$ cat src/hdl/stable_sorted_insert_top_n_macros.svh
// Assertion macros shared by the stable sorted insert block.
`ifndef STABLE_SORTED_INSERT_TOP_N_MACROS_SVH
`define STABLE_SORTED_INSERT_TOP_N_MACROS_SVH
`ifndef NO_ASSERTIONS
// same-cycle implication, sampled on clk, off while rst_n is low
`define SSI_ASSERT_IMP(label, ante, cons) \
    label: assert property (@(posedge clk) disable iff (!rst_n) (ante) |-> (cons)) \
        else $error("ssi assertion failed");
// next-cycle implication, sampled on clk, off while rst_n is low
`define SSI_ASSERT_NXT(label, ante, cons) \
    label: assert property (@(posedge clk) disable iff (!rst_n) (ante) |=> (cons)) \
        else $error("ssi assertion failed");
`else
`define SSI_ASSERT_IMP(label, ante, cons)
`define SSI_ASSERT_NXT(label, ante, cons)
`endif
`endif

$ cat src/hdl/ssi_pkg.sv
// Shared codes, types and key helpers for the stable sorted insert block.
`timescale 1ns / 1ps
package ssi_pkg;

    // request commands
    localparam logic [1:0] CMD_INSERT = 2'd0;
    localparam logic [1:0] CMD_EMIT   = 2'd1;
    localparam logic [1:0] CMD_CLEAR  = 2'd2;

    // result status codes
    localparam logic [1:0] ST_EMIT   = 2'd0;
    localparam logic [1:0] ST_EMPTY  = 2'd1;
    localparam logic [1:0] ST_NODATA = 2'd2;

    // per-cell operations
    localparam logic [1:0] CELL_HOLD   = 2'd0;
    localparam logic [1:0] CELL_INSERT = 2'd1;
    localparam logic [1:0] CELL_ROTATE = 2'd2;
    localparam logic [1:0] CELL_CLEAR  = 2'd3;

    // register indexes (paddr[3:2])
    localparam logic [1:0] REG_DESC  = 2'd0;
    localparam logic [1:0] REG_KSEL  = 2'd1;
    localparam logic [1:0] REG_COUNT = 2'd2;

    // key select codes
    localparam logic [1:0] KEY_NOW  = 2'd0;
    localparam logic [1:0] KEY_MID  = 2'd1;
    localparam logic [1:0] KEY_LONG = 2'd2;

    // emit count limit
    localparam logic [6:0] LIST_MAX = 7'd64;

    // sort configuration seen by every cell
    typedef struct packed {
        logic       desc;
        logic [1:0] ksel;
    } ssi_cfg_t;

    // sequencer controls toward the cell row and output register
    typedef struct packed {
        logic [1:0] op;
        logic       emit;
        logic [1:0] status;
        logic       last;
        logic       idle;
    } ssi_seq_t;

    // pick the sort key out of the three loads; unused code acts as current load
    function automatic logic [31:0] key_pick(input logic [1:0] ksel, input logic [31:0] a,
                                             input logic [31:0] b, input logic [31:0] c);
        logic [31:0] k;
        unique case (ksel)
            KEY_MID:  k = b;
            KEY_LONG: k = c;
            default:  k = a;
        endcase
        return k;
    endfunction

    // true when key a ranks strictly ahead of key b
    function automatic logic key_ahead(input logic desc, input logic [31:0] a,
                                       input logic [31:0] b);
        return desc ? (a > b) : (a < b);
    endfunction

endpackage

$ cat src/hdl/ssi_cell.sv
// One list cell: holds an entry, compares, inserts, shifts, rotates and clears.
`timescale 1ns / 1ps
module ssi_cell #(
    parameter int LOAD_BITS = 24
) (
    input  logic                          clk,
    input  logic                          rst_n,
    input  ssi_pkg::ssi_cfg_t             cfg,
    input  logic [1:0]                    op,
    input  logic                          found_in,
    output logic                          found_out,
    output logic                          take,
    input  logic [15:0]                   new_id,
    input  logic [2:0][LOAD_BITS-1:0]     new_loads,
    input  logic                          prev_valid,
    input  logic [15:0]                   prev_id,
    input  logic [2:0][LOAD_BITS-1:0]     prev_loads,
    input  logic                          next_valid,
    input  logic [15:0]                   next_id,
    input  logic [2:0][LOAD_BITS-1:0]     next_loads,
    input  logic [15:0]                   head_id,
    input  logic [2:0][LOAD_BITS-1:0]     head_loads,
    output logic                          valid,
    output logic [15:0]                   id,
    output logic [2:0][LOAD_BITS-1:0]     loads
);
    import ssi_pkg::*;

    logic                      valid_reg, valid_next;
    logic [15:0]               id_reg, id_next;
    logic [2:0][LOAD_BITS-1:0] loads_reg, loads_next;
    logic [31:0]               my_key, new_key;

    // new entry goes here or earlier when it ranks ahead, or the cell is empty
    always_comb
    begin
        my_key    = key_pick(cfg.ksel, 32'(loads_reg[0]), 32'(loads_reg[1]),
                             32'(loads_reg[2]));
        new_key   = key_pick(cfg.ksel, 32'(new_loads[0]), 32'(new_loads[1]),
                             32'(new_loads[2]));
        take      = !valid_reg || key_ahead(cfg.desc, new_key, my_key);
        found_out = found_in || take;
    end

    // next contents
    always_comb
    begin
        valid_next = valid_reg;
        id_next    = id_reg;
        loads_next = loads_reg;
        unique case (op)
            CELL_INSERT:
            begin
                if (found_in)
                begin
                    valid_next = prev_valid;
                    id_next    = prev_id;
                    loads_next = prev_loads;
                end
                else if (take)
                begin
                    valid_next = 1'b1;
                    id_next    = new_id;
                    loads_next = new_loads;
                end
            end
            CELL_ROTATE:
            begin
                // valid prefix turns as a ring: the last valid cell takes the head
                if (next_valid)
                begin
                    id_next    = next_id;
                    loads_next = next_loads;
                end
                else
                begin
                    id_next    = head_id;
                    loads_next = head_loads;
                end
            end
            CELL_CLEAR:
            begin
                valid_next = 1'b0;
            end
            default:
            begin
                valid_next = valid_reg;
            end
        endcase
    end

    always_ff @(posedge clk or negedge rst_n)
    begin
        if (!rst_n)
            valid_reg <= 1'b0;
        else
            valid_reg <= valid_next;
    end

    always_ff @(posedge clk)
    begin
        id_reg    <= id_next;
        loads_reg <= loads_next;
    end

    assign valid = valid_reg;
    assign id    = id_reg;
    assign loads = loads_reg;

endmodule

$ cat config.mk
export PLATFORM = sky130hd
export DESIGN_NAME = ssi_cell
export DESIGN_NICKNAME = d
export VERILOG_FILES = /design/src/hdl/stable_sorted_insert_top_n_macros.svh /design/src/hdl/ssi_pkg.sv /design/src/hdl/ssi_cell.sv
export SDC_FILE = /design/constraint.sdc
export NUM_CORES = 1
export LEC_CHECK = 0
export BUFFER_PORTS_ARGS = -buffer_cell sky130_fd_sc_hd__clkbuf_2
export CAP_MARGIN = 0
export CORE_AREA = 2 2 174 176
export DETAILED_ROUTE_END_ITERATION = 10
export DIE_AREA = 0 0 176 178
export HOLD_SLACK_MARGIN = 0.03
export PLACE_DENSITY = 0.61
export SLEW_MARGIN = 30
export SYNTH_ARGS = -nofsm -noshare
export SYNTH_HDL_FRONTEND = slang
export SYNTH_SLANG_ARGS = --single-unit
$ cat constraint.sdc
create_clock -name clk -period 6.85 [get_ports clk]
set_input_delay 1.37 -clock clk [delete_from_list [all_inputs] [get_ports clk]]
set_output_delay 1.37 -clock clk [all_outputs]
set_load 0.05 [all_outputs]
==> Word-level counts from Yosys, hierarchy flattened <==
Index checks and enable logic that the tools add are counted.
{ "classes": {"n_lt_le_gt_ge": 2, "n_eq_ne": 6, "muxes": 14, "n_reduce_logical": 7} }
{ "op_table": {"columns": ["cell", "n"], "rows": [
  ["$mux W72", 3],
  ["$pmux W72 S2", 1],
  ["$pmux W24 S2", 2],
  ["$mux W16", 3],
  ["$gt A32 B32 Y1", 1],
  ["$lt A32 B32 Y1", 1],
  ["$pmux W16 S2", 1],
  ["$eq A2 B2 Y1 const B", 3],
  ["$eq A2 B1 Y1 const B", 2],
  ["$reduce_and A2 Y1", 2],
  ["$reduce_bool A2 Y1", 2],
  ["$mux W1", 3],
  ["$ne A3 B3 Y1 const B", 1],
  ["$logic_or A1 B1 Y1", 2],
  ["$pmux W1 S2", 1],
  ["$logic_not A1 Y1", 1]
]} }
{ "word_totals": {"reg_bits": 89, "inputBits": 362, "output_inout_bits": 91, "word_cells": 34} }

==> Longest topological paths before layout <==
{ "depth": {"ltp_word": 8, "mapped_depth": 14, "depth_no_buf": 12} }

==> Worst setup path after synthesis <==
No wires, ideal clock.
{ "synth_path": {"path_kind": "input port to flip-flop", "start": "in cfg[0] (netlist bit)", "end": "reg id_reg[0], in the netlist id[0] (enable)", "setup_ns": 0.479, "t_arrival_ns": 6.426, "t_required_ns": 6.371, "setup_slack_ns": -0.055, "path_stages": 13, "path_cell_list": "inv_1 > ha_1 > clkbuf_1 > clkbuf_1 > clkbuf_1 > a21oi_1 > ha_1 > a21oi_2 > nand3_1 > a221o_1 > o311ai_4 > nand4b_2 > a41oi_2"} }
{ "synth_via": {"elab_chain_cells": 7, "elab_cells_between_ends": 10, "cone_classes": "2 x order compare; 3 x eq/ne; 3 x mux; 2 x reduce/logical"} }
{ "synth_rtl": {"columns": ["item", "line_no", "rtl"], "rows": [
  ["start: declaration", "ssi_cell.sv:8", "input ssi_pkg::ssi_cfg_t cfg,"],
  ["$eq A2 B2 Y1 or $eq A2 B1 Y1 (tied branches)", "ssi_pkg.sv:53", "unique case (ksel)"],
  ["$pmux W24 S2", "ssi_pkg.sv:53", null],
  ["$lt A32 B32 Y1 or $gt A32 B32 Y1 (tied branches)", "ssi_pkg.sv:64", "return desc ? (a > b) : (a < b);"],
  ["$mux W1 (*)", "ssi_pkg.sv:64", null],
  ["$logic_or A1 B1 Y1 (*)", "ssi_cell.sv:41", "take = !valid_reg || key_ahead(cfg.desc, new_key, my_key);"],
  ["$ne A3 B3 Y1 (no source line) (*)", null, null],
  ["$reduce_and A2 Y1 (no source line) (*)", null, null],
  ["end signal: assignment", "ssi_cell.sv:102", "id_reg <= id_next;"],
  ["end: declaration", "ssi_cell.sv:30", "logic [15:0] id_reg, id_next;"]
]} }
Mark *: on every way between the ends. The rest lies on a longest branch, timed or not.
A chain may end at the register's enable or synchronous reset.

==> Final worst setup path <==
{ "layout_path": {"start": "in cfg[1] (netlist bit)", "end": "out found_out"} }
{ "layout_via": {"elab_chain_cells": 6, "elab_cells_between_ends": 9, "cone_classes": "2 x order compare; 2 x eq/ne; 3 x mux; 2 x reduce/logical"} }
{ "layout_rtl": {"columns": ["item", "line_no", "rtl"], "rows": [
  ["$eq A2 B2 Y1 or $eq A2 B1 Y1 (tied branches)", "ssi_pkg.sv:53", null],
  ["$pmux W24 S2", "ssi_pkg.sv:53", null],
  ["$lt A32 B32 Y1 or $gt A32 B32 Y1 (tied branches)", "ssi_pkg.sv:64", null],
  ["$mux W1 (*)", "ssi_pkg.sv:64", null],
  ["$logic_or A1 B1 Y1 (*)", "ssi_cell.sv:41", null],
  ["$logic_or A1 B1 Y1 (*)", "ssi_cell.sv:42", "found_out = found_in || take;"],
  ["end: declaration", "ssi_cell.sv:11", "output logic found_out,"]
]} }
Marks and branches as above.

==> flow_metrics.py <==
metrics = {
    "critical_path": {
        "critPathCaptureType": "output pin",
        "startpoint_type": "input port",
        "critPathRequiredTime_ns": 5.48,
        "rr_worst_depth": 11,
        "cp_common_cell": "clkbuf_2",
        "critPathArrivalTime_ns": 4.62,
        "cp_cell_sequence": "clkbuf_2 > inv_1 > ha_2 > buf_4 > a22oi_1 > nor2_1 > a21oi_1 > ha_1 > nand4_1 > nand3_1 > a221o_1 > o311ai_4 > a31o_2 > nand4b_1 > clkbuf_2",
        "crit_path_max_fanout": 20,
        "path_class": "input port to output pin",
        "crit_path_max_incr_delay_ns": 0.46,
        "cpMaxStageDelayCell": "ha_2",
    },
    "drt": {
        "drt_iter0_markers": 433,
        "wl_per_cell_um": 18.2,
        "vias": 7301,
        "routed_wl_um": 27800,
        "first_pass_iters": 5,
        "drtAntennaViolNets": 0,
        "drc_errors": 0,
        "viasPerCell": 4.78,
    },
    "yosys": {
        "yosysSeqAreaShare_pct": 38.4,
        "synth-seq-cells": 89,
        "ys_top_cells_by_area": "edfxtp_1, mux2i_1, a211oi_1",
        "synth_mux_area_share_pct": 12.9,
        "synthAdderAreaFrac_pct": 4.69,
        "synthSimpleGateAreaFrac_pct": 12.6,
        "synth_fp_nets": 1119,
        "synth-compound-area-share_pct": 27.0,
        "yosysTopAreaCellShare_pct": 38.1,
        "ys.flop_type": "edfxtp_1",
        "synth.distinct_cells": 32,
        "synth_cells": 731,
        "synth.avg_cell_area_sq_um": 9.49,
        "yosysWarnings": 0,
        "yosys.area.top_type": "edfxtp_1",
        "synth_area_sq_mm": 0.00694,
        "synth_xor_area_share_pct": 0.126,
        "synth_edf_count": 88,
        "synth-async-reset-ratio_pct": 1.12,
        "synth_top_family_by_area": "compound AO/OA/AOI/OAI gates",
    },
    "placed_design": {
        "dp_hpwl_um": 22800,
        "port_buffers": 452,
        "gp_congestion": 0.816,
    },
    "outcome": {
        "outcome": "finished clean",
    },
    "timing": {
        "slew_violations": 0,
        "period_share_pct": 87.4,
        "hold_viol": 0,
        "worst_slew_pin_slew_ns": 0.895,
        "slew_headroom_pct": 40.3,
        "hold_ws_ns": 0.696,
        "post-route-min-period_ns": 5.99,
        "clock.fmax_ghz": 0.167,
        "setup_violations": 0,
        "tns_ns": 0,
        "rsz0062_at_grt": "false",
        "skew_ns": 0.0130,
    },
    "layout": {
        "layout_commonest_cell": "clkbuf_2",
        "utilization_pct": 33.4,
        "drive_gt1_share_pct": 43.0,
        "antenna-diode-count": 0,
        "syn_to_final_growth_pct": 41.6,
        "final_cell_mix": "clkbuf_2, a21oi_1, nor2b_1, a211oi_1",
        "nets": 1522,
        "largest_reg_flops": 72,
    },
    "clocking": {
        "cts-root-buf": "clkbuf_16",
        "hold_buffers": 0,
        "cts_resized": 0,
        "clk_pin_slew_ns": 0.07,
        "cts_max_path_buffers": 2,
        "clock_latency_ns": 0.35,
        "cts_buffers": 9,
        "cts.sinks": 89,
        "postCtsSetupBuffers": 0,
        "cts_max_level": 3,
        "cts_tree": "done",
    },
    "power": {
        "p_total_uw": 2020,
        "p_leak_uw": 0.00446,
        "p_per_area_mw_per_mm2": 205,
        "ir_worst_vdd_v": 0.000115,
    },
    "floorplanning": {
        "die_x_um": 176,
        "dieArea_sq_mm": 0.0313,
        "coreArea_sq_mm": 0.0294,
        "fp.dieH_um": 178,
        "num_io_pins": 453,
        "initial_core_util_pct": 23.6,
        "fp-row-count": 63,
    },
    "global_route": {
        "grt-ovfl-total": 0,
        "grt_pass1_vias": 6966,
        "antenna_found_initial": 0,
        "grt_max_degree": 83,
        "grt_pass1_wl_um": 40100,
        "grt_util_all_layers_pct": 16.8,
    },
    "run": {
        "maxCapViolations": 0,
    },
    "worst_hold_path": {
        "hp-class": "flop to flop",
        "hold_depth": 1,
    },
}
## cells in the mapped netlist, drive strengths merged (17+ instances only)
| cell type | n |
|---|---|
| a211oi | 89 |
| a21oi | 119 |
| a22oi | 48 |
| buf | 17 |
| clkbuf | 54 |
| edfxtp | 88 |
| ha | 26 |
| mux2i | 88 |
| nand2 | 25 |
| nor2 | 30 |
| nor2b | 90 |
| o21ai | 26 |
## metrics by stage
| stage | setup slack, ns | std cells | cell area, sq um |
|---|---|---|---|
| after detailed placement | 0.771 | 1513 | 9530 |
| after CTS | 0.756 | 1529 | 9830 |
| after global placement | 0.862 | 1513 | 9530 |
| final | 0.861 | 1529 | 9830 |
| after floorplan | 0.782 | 731 | 6950 |
| after global routing | 0.582 | 1529 | 9830 |
## power by group
| part | internal, uW | total, uW | switching, uW |
|---|---|---|---|
| combinational | 255 | 773 | 519 |
| sequential | 688 | 730 | 42.0 |
| clock | 283 | 514 | 230 |
| total | 1230 | 2020 | 791 |
## routing by layer
layer  routed length, um  share of wire (%)  GRT usage (%)
met1               11900                 43           21.8
met2               13700                 49           28.9
met3                1860                6.7           3.05
met4                 395                1.4           4.27
met5                   0                  0              0
## final cells by class
class,count,area (sq um)
clock buffer,9,225
clock inverter,7,70.1
fill,3079,19600
inverter,3,11.3
multi-input combinational,568,4010
sequential,89,2670
tap,390,488
timing repair buffer,463,2350
## logic make-up after synthesis
kind of cell | Yosys count
AND/OR/NAND/NOR | 161
buffers and inverters | 74
flip-flops | 89
adder cells (fa/ha/maj) | 26
XOR/XNOR | 1
multiplexers | 89
AO/OA/AOI/OAI | 291
## path summary, 6_finish.rpt
check	startpoint	endpoint	slack, ns
min in group asynchronous	rst_n	valid$_DFFE_PN0P_	0.79
hold reg to reg	valid$_DFFE_PN0P_	valid$_DFFE_PN0P_	0.70
setup / recovery	cfg[1]	found_out	0.86
max in group asynchronous	rst_n	valid$_DFFE_PN0P_	5.98
hold / removal	valid$_DFFE_PN0P_	valid$_DFFE_PN0P_	0.70
setup reg to reg	loads[63]$_DFFE_PP_	loads[7]$_DFFE_PP_	3.29
## worst max-delay path, delay by kind of cell
kind            cells  cell delay (ns)
fa+ha+maj           2             0.77
buf+inv             4             0.77
simple gates        4             0.53
compound gates      5             1.15
Power figures use the tool's default switching activity.
