## src/hdl/stable_sorted_insert_top_n_macros.svh

```systemverilog
// Assertion macros shared by the stable sorted insert block.
`ifndef STABLE_SORTED_INSERT_TOP_N_MACROS_SVH
`define STABLE_SORTED_INSERT_TOP_N_MACROS_SVH
`ifndef NO_ASSERTIONS
// same-cycle implication, sampled on clk, off while rst_n is low
`define SSI_ASSERT_IMP(label, ante, cons) \
    label: assert property (@(posedge clk) disable iff (!rst_n) (ante) |-> (cons)) \
        else $error("ssi assertion failed");
// next-cycle implication, sampled on clk, off while rst_n is low
`define SSI_ASSERT_NXT(label, ante, cons) \
    label: assert property (@(posedge clk) disable iff (!rst_n) (ante) |=> (cons)) \
        else $error("ssi assertion failed");
`else
`define SSI_ASSERT_IMP(label, ante, cons)
`define SSI_ASSERT_NXT(label, ante, cons)
`endif
`endif

```

## src/hdl/ssi_pkg.sv

```systemverilog
// Shared codes, types and key helpers for the stable sorted insert block.
`timescale 1ns / 1ps
package ssi_pkg;

    // request commands
    localparam logic [1:0] CMD_INSERT = 2'd0;
    localparam logic [1:0] CMD_EMIT   = 2'd1;
    localparam logic [1:0] CMD_CLEAR  = 2'd2;

    // result status codes
    localparam logic [1:0] ST_EMIT   = 2'd0;
    localparam logic [1:0] ST_EMPTY  = 2'd1;
    localparam logic [1:0] ST_NODATA = 2'd2;

    // per-cell operations
    localparam logic [1:0] CELL_HOLD   = 2'd0;
    localparam logic [1:0] CELL_INSERT = 2'd1;
    localparam logic [1:0] CELL_ROTATE = 2'd2;
    localparam logic [1:0] CELL_CLEAR  = 2'd3;

    // register indexes (paddr[3:2])
    localparam logic [1:0] REG_DESC  = 2'd0;
    localparam logic [1:0] REG_KSEL  = 2'd1;
    localparam logic [1:0] REG_COUNT = 2'd2;

    // key select codes
    localparam logic [1:0] KEY_NOW  = 2'd0;
    localparam logic [1:0] KEY_MID  = 2'd1;
    localparam logic [1:0] KEY_LONG = 2'd2;

    // emit count limit
    localparam logic [6:0] LIST_MAX = 7'd64;

    // sort configuration seen by every cell
    typedef struct packed {
        logic       desc;
        logic [1:0] ksel;
    } ssi_cfg_t;

    // sequencer controls toward the cell row and output register
    typedef struct packed {
        logic [1:0] op;
        logic       emit;
        logic [1:0] status;
        logic       last;
        logic       idle;
    } ssi_seq_t;

    // pick the sort key out of the three loads; unused code acts as current load
    function automatic logic [31:0] key_pick(input logic [1:0] ksel, input logic [31:0] a,
                                             input logic [31:0] b, input logic [31:0] c);
        logic [31:0] k;
        unique case (ksel)
            KEY_MID:  k = b;
            KEY_LONG: k = c;
            default:  k = a;
        endcase
        return k;
    endfunction

    // true when key a ranks strictly ahead of key b
    function automatic logic key_ahead(input logic desc, input logic [31:0] a,
                                       input logic [31:0] b);
        return desc ? (a > b) : (a < b);
    endfunction

endpackage

```

## src/hdl/ssi_ctrl.sv

```systemverilog
// Sequencer: entry count, emit passes over the ring and tie pick.
`timescale 1ns / 1ps
module ssi_ctrl #(
    parameter int MAX_ENTRIES = 32,
    localparam int CW = $clog2(MAX_ENTRIES + 1)
) (
    input  logic              clk,
    input  logic              rst_n,
    input  logic              in_fire,
    input  logic [1:0]        cmd,
    input  logic [15:0]       frac,
    input  logic              ins_ok,
    input  logic [6:0]        list_count,
    input  logic              out_free,
    input  logic [31:0]       head_key,
    output ssi_pkg::ssi_seq_t seq,
    output logic [CW-1:0]     total
);
    import ssi_pkg::*;

    localparam logic [1:0] S_IDLE = 2'd0;
    localparam logic [1:0] S_ROT  = 2'd1;
    localparam logic [1:0] S_CALC = 2'd2;
    localparam logic [1:0] S_PICK = 2'd3;

    logic [1:0]    state_reg, state_next;
    logic [CW-1:0] total_reg, total_next;
    logic [CW-1:0] step_reg, step_next;
    logic [CW-1:0] n_reg, n_next;
    logic [CW-1:0] ties_reg, ties_next;
    logic [CW-1:0] pick_reg, pick_next;
    logic          run_reg, run_next;
    logic          pmode_reg, pmode_next;
    logic [31:0]   key0_reg, key0_next;
    logic [15:0]   frac_reg, frac_next;
    logic [6:0]    want;
    logic [CW+15:0] prod;
    logic          pass_end;

    always_comb
    begin
        // clamp the emit count to 1..64
        if (list_count == 7'd0)
            want = 7'd1;
        else if (list_count > LIST_MAX)
            want = LIST_MAX;
        else
            want = list_count;

        prod     = (CW + 16)'(ties_reg) * (CW + 16)'(frac_reg);
        pass_end = (step_reg == total_reg - CW'(1));

        state_next = state_reg;
        total_next = total_reg;
        step_next  = step_reg;
        n_next     = n_reg;
        ties_next  = ties_reg;
        pick_next  = pick_reg;
        run_next   = run_reg;
        pmode_next = pmode_reg;
        key0_next  = key0_reg;
        frac_next  = frac_reg;

        seq        = '0;
        seq.op     = CELL_HOLD;
        seq.idle   = (state_reg == S_IDLE);

        unique case (state_reg)
            S_IDLE:
            begin
                if (in_fire)
                begin
                    unique case (cmd)
                        CMD_INSERT:
                        begin
                            if (ins_ok)
                            begin
                                seq.op = CELL_INSERT;
                                if (total_reg != CW'(MAX_ENTRIES))
                                    total_next = total_reg + CW'(1);
                            end
                            seq.emit   = 1'b1;
                            seq.status = ST_NODATA;
                            seq.last   = 1'b1;
                        end
                        CMD_EMIT:
                        begin
                            if (total_reg == '0)
                            begin
                                seq.emit   = 1'b1;
                                seq.status = ST_EMPTY;
                                seq.last   = 1'b1;
                            end
                            else
                            begin
                                state_next = S_ROT;
                                step_next  = '0;
                                pmode_next = (want == 7'd1);
                                frac_next  = frac;
                                if (want < 7'(total_reg))
                                    n_next = CW'(want);
                                else
                                    n_next = total_reg;
                            end
                        end
                        CMD_CLEAR:
                        begin
                            seq.op     = CELL_CLEAR;
                            total_next = '0;
                            seq.emit   = 1'b1;
                            seq.status = ST_NODATA;
                            seq.last   = 1'b1;
                        end
                        default:
                        begin
                            seq.emit   = 1'b1;
                            seq.status = ST_NODATA;
                            seq.last   = 1'b1;
                        end
                    endcase
                end
            end
            S_ROT:
            begin
                if (out_free)
                begin
                    seq.op = CELL_ROTATE;
                    if (!pmode_reg)
                    begin
                        // emit the head while the first n entries pass by
                        if (step_reg < n_reg)
                        begin
                            seq.emit   = 1'b1;
                            seq.status = ST_EMIT;
                            seq.last   = (step_reg == n_reg - CW'(1));
                        end
                    end
                    else if (step_reg == '0)
                    begin
                        key0_next = head_key;
                        ties_next = CW'(1);
                        run_next  = 1'b1;
                    end
                    else if (run_reg && head_key == key0_reg)
                    begin
                        ties_next = ties_reg + CW'(1);
                    end
                    else
                    begin
                        run_next = 1'b0;
                    end
                    step_next = step_reg + CW'(1);
                    if (pass_end)
                    begin
                        step_next  = '0;
                        state_next = pmode_reg ? S_CALC : S_IDLE;
                    end
                end
            end
            S_CALC:
            begin
                // index among ties = (ties * fraction) >> 16
                pick_next  = prod[CW+15:16];
                state_next = S_PICK;
            end
            S_PICK:
            begin
                if (out_free)
                begin
                    seq.op = CELL_ROTATE;
                    if (step_reg == pick_reg)
                    begin
                        seq.emit   = 1'b1;
                        seq.status = ST_EMIT;
                        seq.last   = 1'b1;
                    end
                    step_next = step_reg + CW'(1);
                    if (pass_end)
                    begin
                        step_next  = '0;
                        state_next = S_IDLE;
                    end
                end
            end
            default:
            begin
                state_next = S_IDLE;
            end
        endcase
    end

    always_ff @(posedge clk or negedge rst_n)
    begin
        if (!rst_n)
        begin
            state_reg <= S_IDLE;
            total_reg <= '0;
            step_reg  <= '0;
            run_reg   <= 1'b0;
            pmode_reg <= 1'b0;
        end
        else
        begin
            state_reg <= state_next;
            total_reg <= total_next;
            step_reg  <= step_next;
            run_reg   <= run_next;
            pmode_reg <= pmode_next;
        end
    end

    always_ff @(posedge clk)
    begin
        n_reg    <= n_next;
        ties_reg <= ties_next;
        pick_reg <= pick_next;
        key0_reg <= key0_next;
        frac_reg <= frac_next;
    end

    assign total = total_reg;

endmodule

```

## config.mk

```make
export PLATFORM = sky130hd
export DESIGN_NAME = ssi_ctrl
export DESIGN_NICKNAME = d
export VERILOG_FILES = /design/src/hdl/stable_sorted_insert_top_n_macros.svh /design/src/hdl/ssi_pkg.sv /design/src/hdl/ssi_ctrl.sv
export SDC_FILE = /design/constraint.sdc
export NUM_CORES = 1
export LEC_CHECK = 0
export BUFFER_PORTS_ARGS = -buffer_cell sky130_fd_sc_hd__buf_2
export CAP_MARGIN = 15
export CELL_PAD_IN_SITES_DETAIL_PLACEMENT = 0
export CELL_PAD_IN_SITES_GLOBAL_PLACEMENT = 2
export CORE_AREA = 5 5 132 134
export CTS_BUF_LIST = sky130_fd_sc_hd__clkbuf_4
export CTS_CLUSTER_SIZE = 10
export DETAILED_ROUTE_END_ITERATION = 10
export DIE_AREA = 0 0 137 139
export HOLD_SLACK_MARGIN = 0.1
export PLACE_DENSITY = 0.88
export SETUP_SLACK_MARGIN = 0.2
export SLEW_MARGIN = 20
export SYNTH_ARGS = -nofsm -noshare
export SYNTH_HDL_FRONTEND = slang
export SYNTH_SLANG_ARGS = --single-unit
```

## constraint.sdc

```tcl
create_clock -name clk -period 12.6 [get_ports clk]
set_input_delay 2.52 -clock clk [delete_from_list [all_inputs] [get_ports clk]]
set_output_delay 2.52 -clock clk [all_outputs]
set_load 0.02 [all_outputs]
```

After elaboration in Yosys (flattened, before gate mapping)
Cells that the tools add are included.
{"block": "totals", "register_bits": 82, "in_bits": 62, "elab_cells": 94}
{"block": "op_classes", "add_sub_neg": 5, "mul": 1, "order_cmp": 3, "eq_ne": 22, "mux": 35, "bitwise": 1, "reduce_logical": 17}
{"op": "6-bit 2-to-1 mux", "n": 12}
{"op": "32-bit == test", "n": 1}
{"op": "6-bit case mux with 2 select lines", "n": 2}
{"op": "6-bit by 16-bit multiplier with 22-bit output", "n": 1}
{"op": "4-bit 2-to-1 mux", "n": 5}
{"op": "6-bit by 1-bit adder with 6-bit output, second input constant", "n": 3}
{"op": "6-bit == test", "n": 3}
{"op": "2-bit inequality test, second input constant", "n": 9}
{"op": "6-bit case mux with 3 select lines", "n": 1}
{"op": "2-bit 2-to-1 mux", "n": 8}
{"op": "4-bit AND reduction", "n": 4}
{"op": "7-bit 2-to-1 mux", "n": 2}
{"op": "6-bit logical NOT", "n": 2}
{"op": "6-bit by 1-bit subtractor with 6-bit output, second input constant", "n": 2}
{"op": "5-bit AND reduction", "n": 2}
{"op": "2-bit case mux with 4 select lines", "n": 1}
{"op": "7-bit by 1-bit == test with 1-bit output, second input constant", "n": 1}
{"op": "7-bit > comparator, second input constant", "n": 1}
{"op": "7-bit logical NOT", "n": 1}
{"op": "7-bit by 6-bit < comparator with 1-bit output", "n": 1}
{"op": "7-bit AND reduction", "n": 1}
{"op": "2-bit == test, second input constant", "n": 3}
{"op": "6-bit < comparator", "n": 1}
{"op": "6-bit inequality test, second input constant", "n": 1}
{"op": "other kinds (9)", "n": 16}

Depth between registers and ports, before layout
{"block": "depth", "depth_word": 6, "ltp_mapped": 16, "mapped_depth_nobuf": 14}

Worst setup path before layout
No wires, ideal clock.
{"block": "synth_timing", "path_type": "input-to-output", "from": "in out_free", "to": "out seq[1] (netlist name)", "arrival_time_ps": 3724, "t_required_ps": 10080, "setup_slack_ps": 6356, "path_stages": 5, "path_buffers": 0, "path_cell_list": "nand2_1 or4_1 a21oi_1 o21ai_0 o21ai_0"}
{"item": "start: declaration", "line": "ssi_ctrl.sv:14", "rtl": "input logic out_free,"}
{"item": "end: declaration", "line": "ssi_ctrl.sv:16", "rtl": "output ssi_pkg::ssi_seq_t seq,"}

==> results_dict.tcl <==
set metrics [dict create \
    p_per_area_mw_per_mm2 111 \
    die_area_sq_mm 0.0190 \
    synth_area_per_cell_sq_um 10.6 \
    end_kind "output port" \
    post-dp-hpwl_um 11000 \
    yosysTopAreaCell "edfxtp_1" \
    io_pins 75 \
    synthTopCellsByArea "edfxtp_1, fa_1, ha_1" \
    io_buffers 74 \
    leakage_uw 0.00329 \
    hold_class "reg2reg" \
    diodes 0 \
    gp_congestion 0.797 \
    wl_um 14400 \
    max_freq_mhz 156 \
    skew_ns 0.0191 \
    synth-edff-count 66 \
    grt_setup_unrepaired "false" \
    avgViaCountPerCell 4.96 \
    cts.sinks 82 \
    cts_resized 0 \
    synthCells 644 \
    synth_top_cell_area_share_pct 29.2 \
    finalSetupViolations 0 \
    yosysUniqueCellTypes 50 \
    num_vias 4656 \
    coreArea_sq_mm 0.0162 \
    slew-limit-headroom_pct 40.5 \
    grt_use_total_pct 16.1 \
    synthArstFlopShare_pct 19.5 \
    ys_seq_area_share_pct 35.1 \
    ys_seq_elements 82 \
    fin_ws_ns 6.18 \
    synth-main-ff-cell "edfxtp_1" \
    cp.required_ns 10.08 \
    cp-start-kind "input pin" \
    worst_hold_slack_ns 0.532 \
    drc 0 \
    hold_violations 0 \
    finalCritPeriodShare_pct 51.0 \
    fp-row-count 47 \
    cts_hold_buffers 0 \
    area_growth_pct 11.0 \
    die_h_um 139 \
    clk_pin_slew_worst_paths_ns 0.14 \
    overflow 0 \
    tightest_slew_ns 0.890 \
    synth_most_common_cell "inv_1" \
    clock_latency_ns 0.46 \
    cts_buffer_depth 2 \
    syn_area_sq_mm 0.00680 \
    grt_pass1_vias 5042 \
    crit_type "in2out" \
    place_inst 923 \
    firstDrtPassIters 4 \
    setup_tns_ns 0 \
    final_max_slew_viol_count 0 \
    ir_drop_v 0.0000667 \
    cts_tree "yes" \
    synth_common_cells "inv_1, and2_1, edfxtp_1" \
    period_needed_ns 6.42 \
    drt-wirelength-per-cell_um 15.3 \
    place_ws_ns 6.17 \
    arrival_ns 3.90 \
    finalNetCount 877 \
    final_util_pct 46.6 \
    ys.warnings.count 0 \
    ant_nets 0 \
    antenna_found_initial 0 \
    clockRootBuffer "clkbuf_4" \
    initial_utilization_pct 42.0 \
    drv_cap 0 \
    grt_max_degree 34 \
    stdcell_count 939 \
    largest_reg_flops 32 \
    synth_nets 807 \
    htree_levels 3 \
    cts_buffers 9 \
    drt_iter0_drc 189 \
    grt_pass1_wl_um 24500 \
    drive_gt1_share_pct 14.0 \
    cp_max_fo 6 \
    cts_setup_buffers 0 \
    status "completed" \
    die_w_um 137 \
]
==> cells by family after synthesis <==
family / Yosys count / synth area share (%)
and+or+nand+nor: 214 / 17.8
buffers and inverters: 112 / 6.48
adders and majority gates: 101 / 24.8
DFF: 82 / 35.1
xor gates and xnor gates: 67 / 8.64
AOI/OAI and AO/OA: 59 / 5.80
muxes: 9 / 1.44
==> path summary, 6_finish.rpt <==
kind	start	to	slack, ns	depth (start not counted)
worst max-delay path	out_free	seq[1]	6.18	7
max in group asynchronous	rst_n	step_reg[1]	10.34	1
worst min-delay path	run_reg	run_reg	0.53	2
worst max register to register	ties_reg[4]	pick_reg[5]	7.95	13
worst min register to register	run_reg	run_reg	0.53	2
min in group asynchronous	rst_n	pmode_reg	1.97	1
==> cell type report <==
type                       instances  area [sq um]
multi-input combinational        450          3980
inverter                          95           357
tap                              220           275
clock inverter                     6          90.1
timing repair buffer              76           385
sequential                        82          2380
fill                            1529          8630
clock buffer                      10          75.1
==> critical path, stage by stage <==
cell and delay, ns:
buf_2 0.16, nand2_1 0.19, or4_1 0.46, a21oi_1 0.13, o21ai_0 0.11, o21ai_0 0.15, buf_2 0.18
==> per-stage QoR <==
step	instance area, sq um	total power (uW)
after floorplan	6800	580
after global placement	7370	656
after detailed placement	7370	661
after CTS	7540	853
after global routing	7540	904
final	7540	840
==> per-layer routing <==
| layer | global-route usage, % | up-vias | wire length (um) |
|---|---|---|---|
| met5 | 0 | - | 0 |
| met4 | 4.78 | 0 | 241 |
| li1 | - | 2269 | - |
| met2 | 25.9 | 107 | 6840 |
| met1 | 21.6 | 2265 | 6560 |
| met3 | 3.70 | 15 | 717 |
==> cell usage in the layout (no fill, tap or decap), types with 6 or more instances in the layout <==
master	synthesis	layout
xnor2_1	45	45
buf_2	1	74
inv_1	95	95
nor2b_1	11	11
nor2_1	21	20
a21oi_1	16	16
fa_1	56	56
nand2_1	30	30
nand4_1	14	14
nor3_1	10	10
edfxtp_1	66	66
ha_1	45	45
mux2_1	6	6
dfrtp_1	16	16
clkbuf_4	0	10
nand3_1	19	19
a31oi_1	6	6
and2_1	86	86
xor2_1	22	22
o21ai_0	9	9
==> power breakdown <==
part	internal (uW)	switching, uW	total, uW
combinational	124	155	280
clock	83.4	103	186
sequential	318	56.6	374
total	525	315	840
Power figures use the tool's default switching activity.
